--- src/hdl/hcbd_pkg.sv ---
`default_nettype none

package hcbd_pkg;

  localparam int CountBits = 32;

  typedef enum logic [5:0] {
    PH_SIZE   = 6'b000001,
    PH_SKIP   = 6'b000010,
    PH_DATA   = 6'b000100,
    PH_TRAIL1 = 6'b001000,
    PH_TRAIL2 = 6'b010000,
    PH_DONE   = 6'b100000
  } phase_t;

  typedef struct packed {
    logic [7:0] data;
    logic       last;
  } result_t;

  typedef struct packed {
    logic       hit;
    logic [3:0] value;
  } hex_t;

  function automatic hex_t hex_decode(input logic [7:0] b);
    hex_t h;
    h.hit   = 1'b1;
    h.value = 4'd0;
    if (b >= 8'h30 && b <= 8'h39) begin
      h.value = 4'(b - 8'h30);
    end else if (b >= 8'h61 && b <= 8'h66) begin
      h.value = 4'(b - 8'h57);
    end else if (b >= 8'h41 && b <= 8'h46) begin
      h.value = 4'(b - 8'h37);
    end else begin
      h.hit = 1'b0;
    end
    return h;
  endfunction

endpackage

`default_nettype wire

--- src/hdl/hcbd_parse.sv ---
`default_nettype none

module hcbd_parse
  import hcbd_pkg::*;
(
  input  wire logic       clk,
  input  wire logic       rst,
  input  wire logic       accept,
  input  wire logic [7:0] in_byte,
  input  wire logic       new_body,
  output      logic       push,
  output      result_t    result
);

  phase_t               phase, phase_cur, phase_next;
  logic [CountBits-1:0] byte_count, count_cur, byte_count_next;
  logic                 digit_seen, seen_cur, digit_seen_next;
  hex_t                 hex;
  logic [CountBits-1:0] count_dec;

  always_comb begin
    phase_cur       = new_body ? PH_SIZE : phase;
    count_cur       = new_body ? '0 : byte_count;
    seen_cur        = new_body ? 1'b0 : digit_seen;
    hex             = hex_decode(in_byte);
    count_dec       = count_cur - CountBits'(1);
    phase_next      = phase_cur;
    byte_count_next = count_cur;
    digit_seen_next = seen_cur;
    push            = 1'b0;
    result.data     = in_byte;
    result.last     = 1'b0;
    case (phase_cur)
      PH_SIZE: begin
        if (hex.hit) begin
          if (count_cur[CountBits-1 -: 4] != 4'd0) begin
            byte_count_next = '1;
          end else begin
            byte_count_next = {count_cur[CountBits-5:0], hex.value};
          end
          digit_seen_next = 1'b1;
        end else if (!seen_cur && (in_byte inside {8'd32, [8'd9:8'd13]})) begin
          phase_next = PH_SIZE;
        end else if (count_cur == '0) begin
          phase_next      = PH_DONE;
          digit_seen_next = 1'b0;
          push            = 1'b1;
          result.data     = 8'd0;
          result.last     = 1'b1;
        end else begin
          phase_next = PH_SKIP;
        end
      end
      PH_SKIP: phase_next = PH_DATA;
      PH_DATA: begin
        push            = 1'b1;
        byte_count_next = count_dec;
        if (count_dec == '0) begin
          phase_next = PH_TRAIL1;
        end
      end
      PH_TRAIL1: phase_next = PH_TRAIL2;
      PH_TRAIL2: begin
        phase_next      = PH_SIZE;
        byte_count_next = '0;
        digit_seen_next = 1'b0;
      end
      PH_DONE: phase_next = PH_DONE;
      default: phase_next = PH_SIZE;
    endcase
    push = push && accept;
  end

  always_ff @(posedge clk) begin
    if (rst) begin
      phase      <= PH_SIZE;
      byte_count <= '0;
      digit_seen <= 1'b0;
    end else if (accept) begin
      phase      <= phase_next;
      byte_count <= byte_count_next;
      digit_seen <= digit_seen_next;
    end
  end

endmodule

`default_nettype wire

--- src/hdl/hcbd_out.sv ---
`default_nettype none

module hcbd_out
  import hcbd_pkg::*;
(
  input  wire logic    clk,
  input  wire logic    rst,
  input  wire logic    push,
  input  wire result_t push_data,
  output      logic    room,
  output      logic    out_valid,
  input  wire logic    out_ready,
  output      result_t out_data
);

  logic    skid_valid;
  result_t skid_data;
  logic    slot_free;

  assign slot_free = !out_valid || out_ready;
  assign room      = !skid_valid;

  always_ff @(posedge clk) begin
    if (rst) begin
      out_valid  <= 1'b0;
      skid_valid <= 1'b0;
    end else if (slot_free) begin
      out_valid  <= skid_valid || push;
      skid_valid <= 1'b0;
    end else if (push) begin
      skid_valid <= 1'b1;
    end
  end

  always_ff @(posedge clk) begin
    if (slot_free) begin
      out_data <= skid_valid ? skid_data : push_data;
    end else if (push) begin
      skid_data <= push_data;
    end
  end

endmodule

`default_nettype wire

--- src/hdl/http_chunked_body_decoder_top.sv ---
// Chunked body decoder: strips the hex size lines and trailers of an HTTP
// chunked body and passes only the payload bytes.
// Input channel: in_valid/in_ready request carrying in_byte and new_body.
// Set new_body on the first byte of a body to restart the parser.
// Output channel: out_valid/out_ready request carrying out_byte and body_end.
// A payload byte has body_end low; the end of a body gives one request
// with body_end high and out_byte zero, after which bytes are dropped
// until the next new_body.
// Throughput: one input byte per cycle while in_ready is high, set by the
// parser state update on each accepted byte. A result formed from an
// accepted byte is registered in the output stage before it is offered.
// When the receiver stalls, one more result is held in a skid register;
// in_ready drops only while that register is full.
// Reset (rst, synchronous) returns the parser to reading a chunk size and
// empties the output stage.
`default_nettype none

module http_chunked_body_decoder_top
  import hcbd_pkg::*;
(
  input  wire logic       clk,
  input  wire logic       rst,
  input  wire logic       in_valid,
  output      logic       in_ready,
  input  wire logic [7:0] in_byte,
  input  wire logic       new_body,
  output      logic       out_valid,
  input  wire logic       out_ready,
  output      logic [7:0] out_byte,
  output      logic       body_end
);

  logic    accept;
  logic    push;
  result_t result;
  result_t out_data;

  assign accept = in_valid && in_ready;

  hcbd_parse u_parse (
    .clk        (clk),
    .rst        (rst),
    .accept     (accept),
    .in_byte    (in_byte),
    .new_body   (new_body),
    .push       (push),
    .result     (result)
  );

  hcbd_out u_out (
    .clk       (clk),
    .rst       (rst),
    .push      (push),
    .push_data (result),
    .room      (in_ready),
    .out_valid (out_valid),
    .out_ready (out_ready),
    .out_data  (out_data)
  );

  assign out_byte = out_data.data;
  assign body_end = out_data.last;

endmodule

`default_nettype wire
--- config.mk ---
export PLATFORM = sky130hd
export DESIGN_NAME = http_chunked_body_decoder_top
export DESIGN_NICKNAME = d
export VERILOG_FILES = /design/src/hdl/hcbd_pkg.sv /design/src/hdl/hcbd_parse.sv /design/src/hdl/hcbd_out.sv /design/src/hdl/http_chunked_body_decoder_top.sv
export SDC_FILE = /design/constraint.sdc
export NUM_CORES = 1
export LEC_CHECK = 0
export ABC_AREA = 1
export BUFFER_PORTS_ARGS = -buffer_cell sky130_fd_sc_hd__buf_4
export CAP_MARGIN = 0
export CORE_MARGIN = 2
export CORE_UTILIZATION = 40
export CTS_CLUSTER_DIAMETER = 60
export DETAILED_ROUTE_END_ITERATION = 7
export HOLD_SLACK_MARGIN = 0.02
export PLACE_DENSITY = 0.61
export SYNTH_ARGS = -nofsm -noshare
export SYNTH_HDL_FRONTEND = slang
export SYNTH_SLANG_ARGS = --single-unit
--- constraint.sdc ---
create_clock -name clk -period 7.5 [get_ports clk]
set_input_delay 1.5 -clock clk [delete_from_list [all_inputs] [get_ports clk]]
set_output_delay 1.5 -clock clk [all_outputs]
set_load 0.1 [all_outputs]
==> metrics.yaml, run 1 <==
timing:
  period_needed_ps: 4990
  fmax_mhz: 200
  worst_pin_slew_ps: 1020
  fin_setup_tns_ps: 0
  setup_viol: 0
  relSlewSlack_pct: 31.5
  rsz0062_at_grt: "no"
  skew_ps: 8.89
  hold_viol: 0
  slew_viol_final: 0
  fin_crit_sh_pct: 66.5
logic_synthesis:
  synth.most_common_cell: "nand2_1"
  synth_fp_nets: 785
  synth_area_um2: 4650
  avgSynthCellArea_um2: 6.06
  synth_ff_type: "dfxtp_1"
  synth_cell_type_count: 33
  ys_warn_count: 0
  synth.area.top_cells: "nand2_1 (21%), dfxtp_1 (18%), edfxtp_1 (12%)"
  synthCells: 766
  synth_top_area_share_pct: 20.7
  ys_seq_elements: 59
  yosysSeqAreaShare_pct: 29.3
  synth_common_cells: "nand2_1 (256), nor2_1 (97), inv_1 (64), a21oi_1 (55), o21ai_0 (52)"
  synth_top_area_cell: "nand2_1"
  synth_edf_count: 18
  async_flop_share_pct: 0
detailed_routing:
  num_vias: 5031
  drc: 0
  via_per_inst: 5.49
  antenna_left: 0
  drt_pass1_iterations: 5
  wl_um: 14100
  drt-wirelength-per-cell_um: 15.4
  drt-initial-drc-count: 402
cts:
  root_buffer: "clkbuf_16"
  clock-sinks: 59
  max-clock-path-buffers: 2
  postCtsResizedCells: 0
  clock_latency_ps: 340
  clk_pin_slew_worst_paths_ps: 60
  htreeDepth: 3
  cts_setup_buffers: 0
  cts_tree: "built"
  hold_buffers: 0
  cts_made_buffers: 9
floorplan:
  start_util_pct: 40.9
  die_w_um: 112
  core_area_um2: 11400
  rows: 39
  pin_count: 24
  fp.dieH_um: 112
  die_area_um2: 12500
worst_setup_path:
  crit_family: "simple AND/OR/NAND/NOR gates"
  cp_max_fo: 25
  path_buf_inv: 4
  arrival_ps: 4950
  crit_top_cell: "nand2_1"
  start_kind: "input port"
  crit_slowest_cell: "inv_1"
  critPathRequiredTime_ps: 7470
  slowest_delay_ps: 610
  end_kind: "register"
  path_cells: "buf_4 -> inv_1 -> ha_1 -> inv_1 -> nor2_1 -> nor2_1 -> nand2_1 -> nand2_1 -> nand2_1 -> inv_1 -> nand2_1 -> nor3_2 -> o21ai_0 -> nor2_1"
  worstSetupPathType: "in2reg"
global_routing:
  use_met2_pct: 38.5
  grt_usage_pct: 23.0
  grt_remaining_overflow: 0
  grt_max_degree: 52
  grt_use_met3_pct: 4.52
  grt_pass1_wl_um: 23400
  top_usage_layer: "met2"
  antenna_found_initial: 0
  grt_pass1_vias: 4703
  met1_usage_pct: 29.6
layout:
  drive_gt1_share_pct: 8.66
  area_delta_synth_final_pct: 10.7
  final_core_util_pct: 45.2
  diodes: 0
  fin_cells: 917
  nets: 788
placement:
  dpl.cell_count: 901
  hpwl_um: 9850
  gp_congestion: 0.902
  port_buffers: 23
power:
  power.density_nw_per_um2: 234
  ir_drop_mv: 0.168
  p_leak_nw: 2.56
flow_run:
  maxCapViolCount: 0
worst_hold_path:
  hold_path.class: "reg2reg"
run_status:
  outcome: "complete, no violations"
-- worst min-delay path: cells and delay by family, from the launching register on --
| kind | cells | cell delay (ps) |
|---|---|---|
| AOI/OAI and AO/OA | 1 | 50 |
| DFF | 1 | 310 |
| and+or+nand+nor | 1 | 60 |
-- placed cells by master, fill, tap and decap left out, types with 4 or more instances in the layout --
cell,instances
a21oi_1,55
buf_4,27
clkbuf_16,9
dfxtp_1,41
edfxtp_1,18
ha_1,6
inv_1,64
inv_2,6
nand2_1,256
nand2_2,4
nand3_1,38
nand4_1,17
nor2_1,97
nor2_2,5
o211ai_1,5
o21ai_0,52
o21ai_1,5
o221ai_1,16
o22ai_1,19
o31ai_1,6
xor2_1,4
-- cells by family (layout without fill, tap and decap cells) --
group / Yosys count / in the layout / share of synthesized area (%)
and+or+nand+nor: 426 / 426 / 38.1
AOI/OAI and AO/OA: 160 / 160 / 19.7
buffers and inverters: 108 / 116 / 9.94
DFF: 59 / 59 / 29.3
xor gates and xnor gates: 7 / 7 / 1.32
adders and majority gates: 6 / 6 / 1.62
-- area by class of cell --
cell class / instances / area, µm²
clock buffers: 9 / 225
clock inverters: 7 / 76.3
fillers: 1227 / 6230
inverters: 73 / 274
multi-input cells: 599 / 2820
flip-flops and latches: 59 / 1360
well taps: 143 / 179
repair buffers: 27 / 203
-- registers in the layout (all words and copies together), names as in the netlist --
name                count
u_parse.phase           6
u_out.out_data          9
u_parse.digit_seen      1
u_out.skid_valid        1
u_parse.byte_count     32
u_out.out_valid         1
u_out.skid_data         9
-- power breakdown --
group	internal, mW	switching [mW]
Combinational	0.0975	0.307
Sequential	0.360	0.0113
Clock	0.259	0.167
-- routing by layer --
layer | part of all wire, % | vias to the layer above
met5 | 0 | -
met4 | 2.1 | 0
met3 | 5.6 | 24
met2 | 47 | 164
met1 | 46 | 2301
li1 | - | 2542
-- worst paths after layout --
| check | from | end | slack [ps] | depth (start not counted) |
|---|---|---|---|---|
| hold reg to reg | u_parse.byte_count[29]$_SDFFE_PP0P_ | u_parse.byte_count[29]$_SDFFE_PP0P_ | 470 | 2 |
| hold / removal | u_parse.byte_count[29]$_SDFFE_PP0P_ | u_parse.byte_count[29]$_SDFFE_PP0P_ | 470 | 2 |
| setup reg to reg | u_parse.phase[0]$_SDFFE_PP1P_ | u_out.skid_data[0]$_DFFE_PP_ | 4220 | 7 |
| setup / recovery | in_byte[1] | u_out.skid_data[0]$_DFFE_PP_ | 2510 | 14 |
-- through the flow --
| stage | hold slack (ps) | setup WS, ps | area, µm² | power [mW] |
|---|---|---|---|---|
| 3_5_place_dp | 457 | 2180 | 4840 | 0.776 |
| 5_1_grt | 483 | 2160 | 5140 | 1.26 |
| 4_1_cts | 467 | 2540 | 5140 | 1.20 |
| 2_1_floorplan | 445 | 4020 | 4650 | 0.691 |
| 3_3_place_gp | 452 | 2410 | 4840 | 0.773 |
| 6_report | 467 | 2510 | 5140 | 1.20 |
(Power assumes the default switching activity.)
==> run 2, diff against run 1 <==
- PLACE_DENSITY: 0.61 -> 0.63
- clock period: 7.5 -> 4.35 ns (I/O delays scaled with it)
==> metrics.yaml, run 2 (same netlist as run 1, synthesis figures left out) <==
timing:
  rsz0062_at_grt: "no"
  fin_setup_tns_ps: 0
  fin_crit_sh_pct: 75.1
  setup_viol: 0
  slew_viol_final: 0
  skew_ps: 11.5
  hold_viol: 0
  fmax_mhz: 306
  relSlewSlack_pct: 59.8
  worst_pin_slew_ps: 603
  period_needed_ps: 3270
flow_run:
  maxCapViolCount: 0
cts:
  max-clock-path-buffers: 2
  cts_tree: "built"
  hold_buffers: 0
  cts_setup_buffers: 0
  cts_made_buffers: 9
  clock_latency_ps: 340
  htreeDepth: 3
  root_buffer: "clkbuf_16"
  clock-sinks: 59
  postCtsResizedCells: 0
  clk_pin_slew_worst_paths_ps: 60
power:
  comb_power_share_pct: 33.6
  internal-power_mw: 1.25
  p_total_mw: 2.10
  ir_drop_mv: 0.364
  clockPowerShare_pct: 35.9
  p_sw_share_pct: 40.5
  power.density_nw_per_um2: 404
  p_leak_nw: 2.60
  p_sw_mw: 0.852
  power_frac_seq_pct: 30.5
worst_setup_path:
  cp.depth: 16
  end_kind: "register"
  cp_max_fo: 17
  crit_family: "simple AND/OR/NAND/NOR gates"
  crit_top_cell: "nand2_1"
  arrival_ps: 3470
  r2r_cells: 17
  reg2reg_to: "u_parse.phase[2]$_SDFFE_PP0P_"
  cp-startpoint: "in_byte[1]"
  path_buf_inv: 5
  r2r_slack_ps: 1770
  crit_end: "u_parse.byte_count[25]$_SDFFE_PP0P_"
  slowest_delay_ps: 310
  worstSetupPathType: "in2reg"
  crit_slowest_cell: "nand2_1"
  start_kind: "input port"
  rr_startpoint: "u_parse.byte_count[1]$_SDFFE_PP0P_"
  critPathRequiredTime_ps: 4550
  path_cells: "buf_4 -> inv_1 -> ha_1 -> inv_1 -> nor2_1 -> nor2_1 -> nand2_1 -> nand2_1 -> nand2_1 -> buf_4 -> nand2_1 -> buf_4 -> o21ai_0 -> a21oi_1 -> o31ai_1 -> a21oi_1"
placement:
  hpwl_um: 10200
  gp_congestion: 0.984
  port_buffers: 23
floorplan:
  fp.dieH_um: 112
  die_area_um2: 12500
  start_util_pct: 40.9
  rows: 39
  core_area_um2: 11400
  pin_count: 24
  die_w_um: 112
layout:
  drive_gt1_share_pct: 9.59
  top_register: "u_parse.byte_count"
  area_delta_synth_final_pct: 12.1
  largest_reg_flops: 32
  diodes: 0
  final_cell_mix: "nand2_1 (256), nor2_1 (97), inv_1 (64)"
  nets: 796
  final_common_cell: "nand2_1"
  reg_top3: "u_parse.byte_count: 32 flops, u_out.out_data: 9 flops, u_out.skid_data: 9 flops"
global_routing:
  grt_remaining_overflow: 0
  use_met2_pct: 38.7
  grt_usage_pct: 23.3
  grt_max_degree: 44
  grt_use_met3_pct: 3.59
  top_usage_layer: "met2"
  grt_pass1_wl_um: 23600
  grt_pass1_vias: 4596
  antenna_found_initial: 0
  met1_usage_pct: 31.2
run_status:
  outcome: "complete, no violations"
detailed_routing:
  drt_pass1_iterations: 5
  drc: 0
  num_vias: 5097
  via_per_inst: 5.51
  antenna_left: 0
  drt-wirelength-per-cell_um: 15.5
  drt-initial-drc-count: 375
  wl_um: 14400
worst_hold_path:
  holdPathStages: 2
  hold_path.class: "reg2reg"
[run 2: cell count changes in the layout (fill, tap and decap cells not counted), sizes merged]
cell | before | now
buf | 27 | 35
clkinv | 5 | 3
clkinvlp | 2 | 1
inv | 72 | 75
[run 2: through the flow]
| step | hold slack (ps) | setup slack, ps | area, µm² | instances | utilization, % |
|---|---|---|---|---|---|
| final | 467 | 1080 | 5210 | 925 | 45.8 |
| after global routing | 479 | 725 | 5210 | 925 | 45.8 |
| after CTS | 469 | 1110 | 5210 | 925 | 45.8 |
| after detailed placement | 461 | 763 | 4900 | 909 | 43.1 |
| after global placement | 453 | 742 | 4900 | 909 | 43.1 |
| after floorplan | 445 | 1500 | 4650 | 766 | - |
[run 2: power groups by stage]
| stage | combinational [mW] | sequential, mW | clock (mW) |
|---|---|---|---|
| after global routing | 0.769 | 0.644 | 0.790 |
| final | 0.707 | 0.640 | 0.754 |
| after floorplan | 0.357 | 0.834 | 0 |
| after detailed placement | 0.698 | 0.652 | 0 |
| after global placement | 0.695 | 0.650 | 0 |
| after CTS | 0.702 | 0.641 | 0.763 |
[run 2: area by class of cell]
type | count | area [µm²]
Clock buffer | 9 | 225
Clock inverter | 7 | 81.3
Fill cell | 1215 | 6160
Inverter | 73 | 274
Multi-Input combinational cell | 599 | 2820
Sequential cell | 59 | 1360
Tap cell | 143 | 179
Timing Repair Buffer | 35 | 263
[run 2: worst min path at each step]
stage,endpoint,start,slack [ps]
6_report,u_parse.byte_count[21]$_SDFFE_PP0P_,u_parse.byte_count[21]$_SDFFE_PP0P_,470
2_1_floorplan,u_parse.byte_count[22]$_SDFFE_PP0P_,u_parse.byte_count[22]$_SDFFE_PP0P_,450
3_3_place_gp,u_parse.byte_count[26]$_SDFFE_PP0P_,u_parse.byte_count[26]$_SDFFE_PP0P_,450
4_1_cts,u_parse.byte_count[29]$_SDFFE_PP0P_,u_parse.byte_count[29]$_SDFFE_PP0P_,470
5_1_grt,u_parse.byte_count[26]$_SDFFE_PP0P_,u_parse.byte_count[26]$_SDFFE_PP0P_,480
3_5_place_dp,u_parse.byte_count[29]$_SDFFE_PP0P_,u_parse.byte_count[29]$_SDFFE_PP0P_,460
[run 2: metal layers]
metal  vias up  share of wire, %
li1       2561                 -
met1      2299                44
met2       208                47
met3        29               6.6
met4         0               1.8
met5         -                 0
[run 2: worst reg2reg max path, cell delays in order, from the launching register on]
cell	delay, ps
dfxtp_1	310
nand2_1	240
ha_1	240
nand3_1	150
nor2_1	290
nand2_1	210
nand2_1	100
nand2_1	70
nor2_1	130
nand2_1	80
nor2_1	80
nand2_1	100
nor2_1	150
nand2_1	90
nand2_1	60
nand2_1	40
nand2_1	50
a21oi_1	60
==> run 3, diff against run 2 <==
- clock period: 4.35 -> 2.6 ns (I/O delays scaled with it)
==> metrics.yaml, run 3 (same netlist as run 1, synthesis figures left out) <==
run_status:
  outcome: "complete, no violations"
global_routing:
  grt_remaining_overflow: 0
  antenna_found_initial: 0
  grt_usage_pct: 24.2
  grt_pass1_vias: 4973
  grt_max_degree: 38
  grt_pass1_wl_um: 24600
timing:
  whs_ps: 448
  period_needed_ps: 2310
  slew_viol_final: 0
  fmax_mhz: 434
  fin_crit_sh_pct: 88.7
  worst_slack_ps: 295
  fin_setup_tns_ps: 0
  setup_viol: 0
  hold_viol: 0
  relSlewSlack_pct: 66.5
  skew_ps: 8.54
  rsz0062_at_grt: "no"
  worst_pin_slew_ps: 497
detailed_routing:
  drt-initial-drc-count: 427
  antenna_left: 0
  drt-wirelength-per-cell_um: 15.0
  drc: 0
  wl_um: 14700
  via_per_inst: 5.44
  drt_pass1_iterations: 5
  num_vias: 5333
power:
  p_leak_nw: 2.86
  power.density_nw_per_um2: 625
  p_total_mw: 3.54
  ir_drop_mv: 0.521
cts:
  cts_made_buffers: 9
  clock_latency_ps: 340
  clk_pin_slew_worst_paths_ps: 50
  cts_setup_buffers: 0
  cts_tree: "built"
  htreeDepth: 3
  clock-sinks: 59
  max-clock-path-buffers: 2
  root_buffer: "clkbuf_16"
worst_hold_path:
  hp-start: "out_ready"
  hold_end: "u_out.skid_valid$_SDFFE_PP0P_"
  hold_path.class: "in2reg"
  holdPathStages: 4
layout:
  final_cell_mix: "nand2_1 (256), nor2_1 (94), buf_4 (86)"
  largest_reg_flops: 32
  final_common_cell: "nand2_1"
  reg_top3: "u_parse.byte_count: 32 flops, u_out.out_data: 9 flops, u_out.skid_data: 9 flops"
  nets: 851
  area_delta_synth_final_pct: 21.9
  top_register: "u_parse.byte_count"
  drive_gt1_share_pct: 15.7
  diodes: 0
  final_core_util_pct: 49.8
floorplan:
  pin_count: 24
  start_util_pct: 40.9
  fp.dieH_um: 112
  die_w_um: 112
  rows: 39
  die_area_um2: 12500
  core_area_um2: 11400
worst_setup_path:
  worstSetupPathType: "in2reg"
  cp_max_fo: 26
  r2r_slack_ps: 340
  end_kind: "register"
  r2r_cells: 16
  start_kind: "input port"
  rr_startpoint: "u_parse.byte_count[7]$_SDFFE_PP0P_"
  arrival_ps: 2520
  critPathRequiredTime_ps: 2810
  reg2reg_to: "u_parse.phase[2]$_SDFFE_PP0P_"
placement:
  hpwl_um: 11000
  dp_worst_setup_slack_ps: -95.6
  gp_congestion: 0.951
  port_buffers: 23
flow_run:
  maxCapViolCount: 0
-- run 3: what timing repair did --
item                       in CTS  in global routing
setup endpoints to repair       0                  1
gates resized for setup         0                  3
hold buffers                    0                  0
-- run 3: cell type report --
class                           instances  area (µm²)
Timing Repair Buffer                   90         726
Clock inverter                          6        66.3
Multi-Input combinational cell        599        2830
Fill cell                            1198        5700
Clock buffer                           10         229
Inverter                               73         274
Sequential cell                        59        1360
Tap cell                              143         179
-- run 3: power by group --
group          internal (mW)  switching [mW]
sequential              1.04          0.0321
combinational          0.375           0.914
clock                  0.740           0.441
-- run 3: how the worst max path moves through the flow --
| stage | from | end | slack [ps] | depth (start not counted) |
|---|---|---|---|---|
| 4_1_cts | u_parse.byte_count[7]$_SDFFE_PP0P_ | u_parse.phase[2]$_SDFFE_PP0P_ | 240 | 16 |
| 6_report | new_body | u_parse.phase[2]$_SDFFE_PP0P_ | 290 | 19 |
| 5_1_grt | new_body | u_parse.phase[2]$_SDFFE_PP0P_ | 70 | 20 |
| 3_5_place_dp | new_body | u_parse.phase[2]$_SDFFE_PP0P_ | -100 | 18 |
| 2_1_floorplan | in_byte[0] | u_out.skid_data[0]$_DFFE_PP_ | 100 | 13 |
| 3_3_place_gp | new_body | u_parse.phase[2]$_SDFFE_PP0P_ | -90 | 18 |
-- run 3: per-layer routing --
layer  wire length (µm)  vias to the layer above  track usage [%]
li1                   -                     2669                -
met1               6610                     2432             31.8
met2               6680                      197             38.2
met3               1010                       35             5.61
met4                419                        0             10.5
met5                  0                        -                0
-- run 3: through the flow --
step	instance area [µm²]	instances
finish	5670	980
global route	5670	980
CTS	5660	980
detailed placement	5360	964
global placement	5360	964
floorplan	4650	766
-- run 3: worst max-delay path: stages --
cell and delay, ps:
buf_4 90, inv_2 100, buf_12 180, o21ai_1 150
nand2_1 180, nor2_2 150, nand2_1 130, nor2_2 210
nand2_1 70, nand2_1 80, nand2_1 90, nor2_1 120
nand2_1 60, nor2_1 80, nand2_1 70, nand2_1 60
nand2_1 40, nand2_1 50, a21oi_1 50
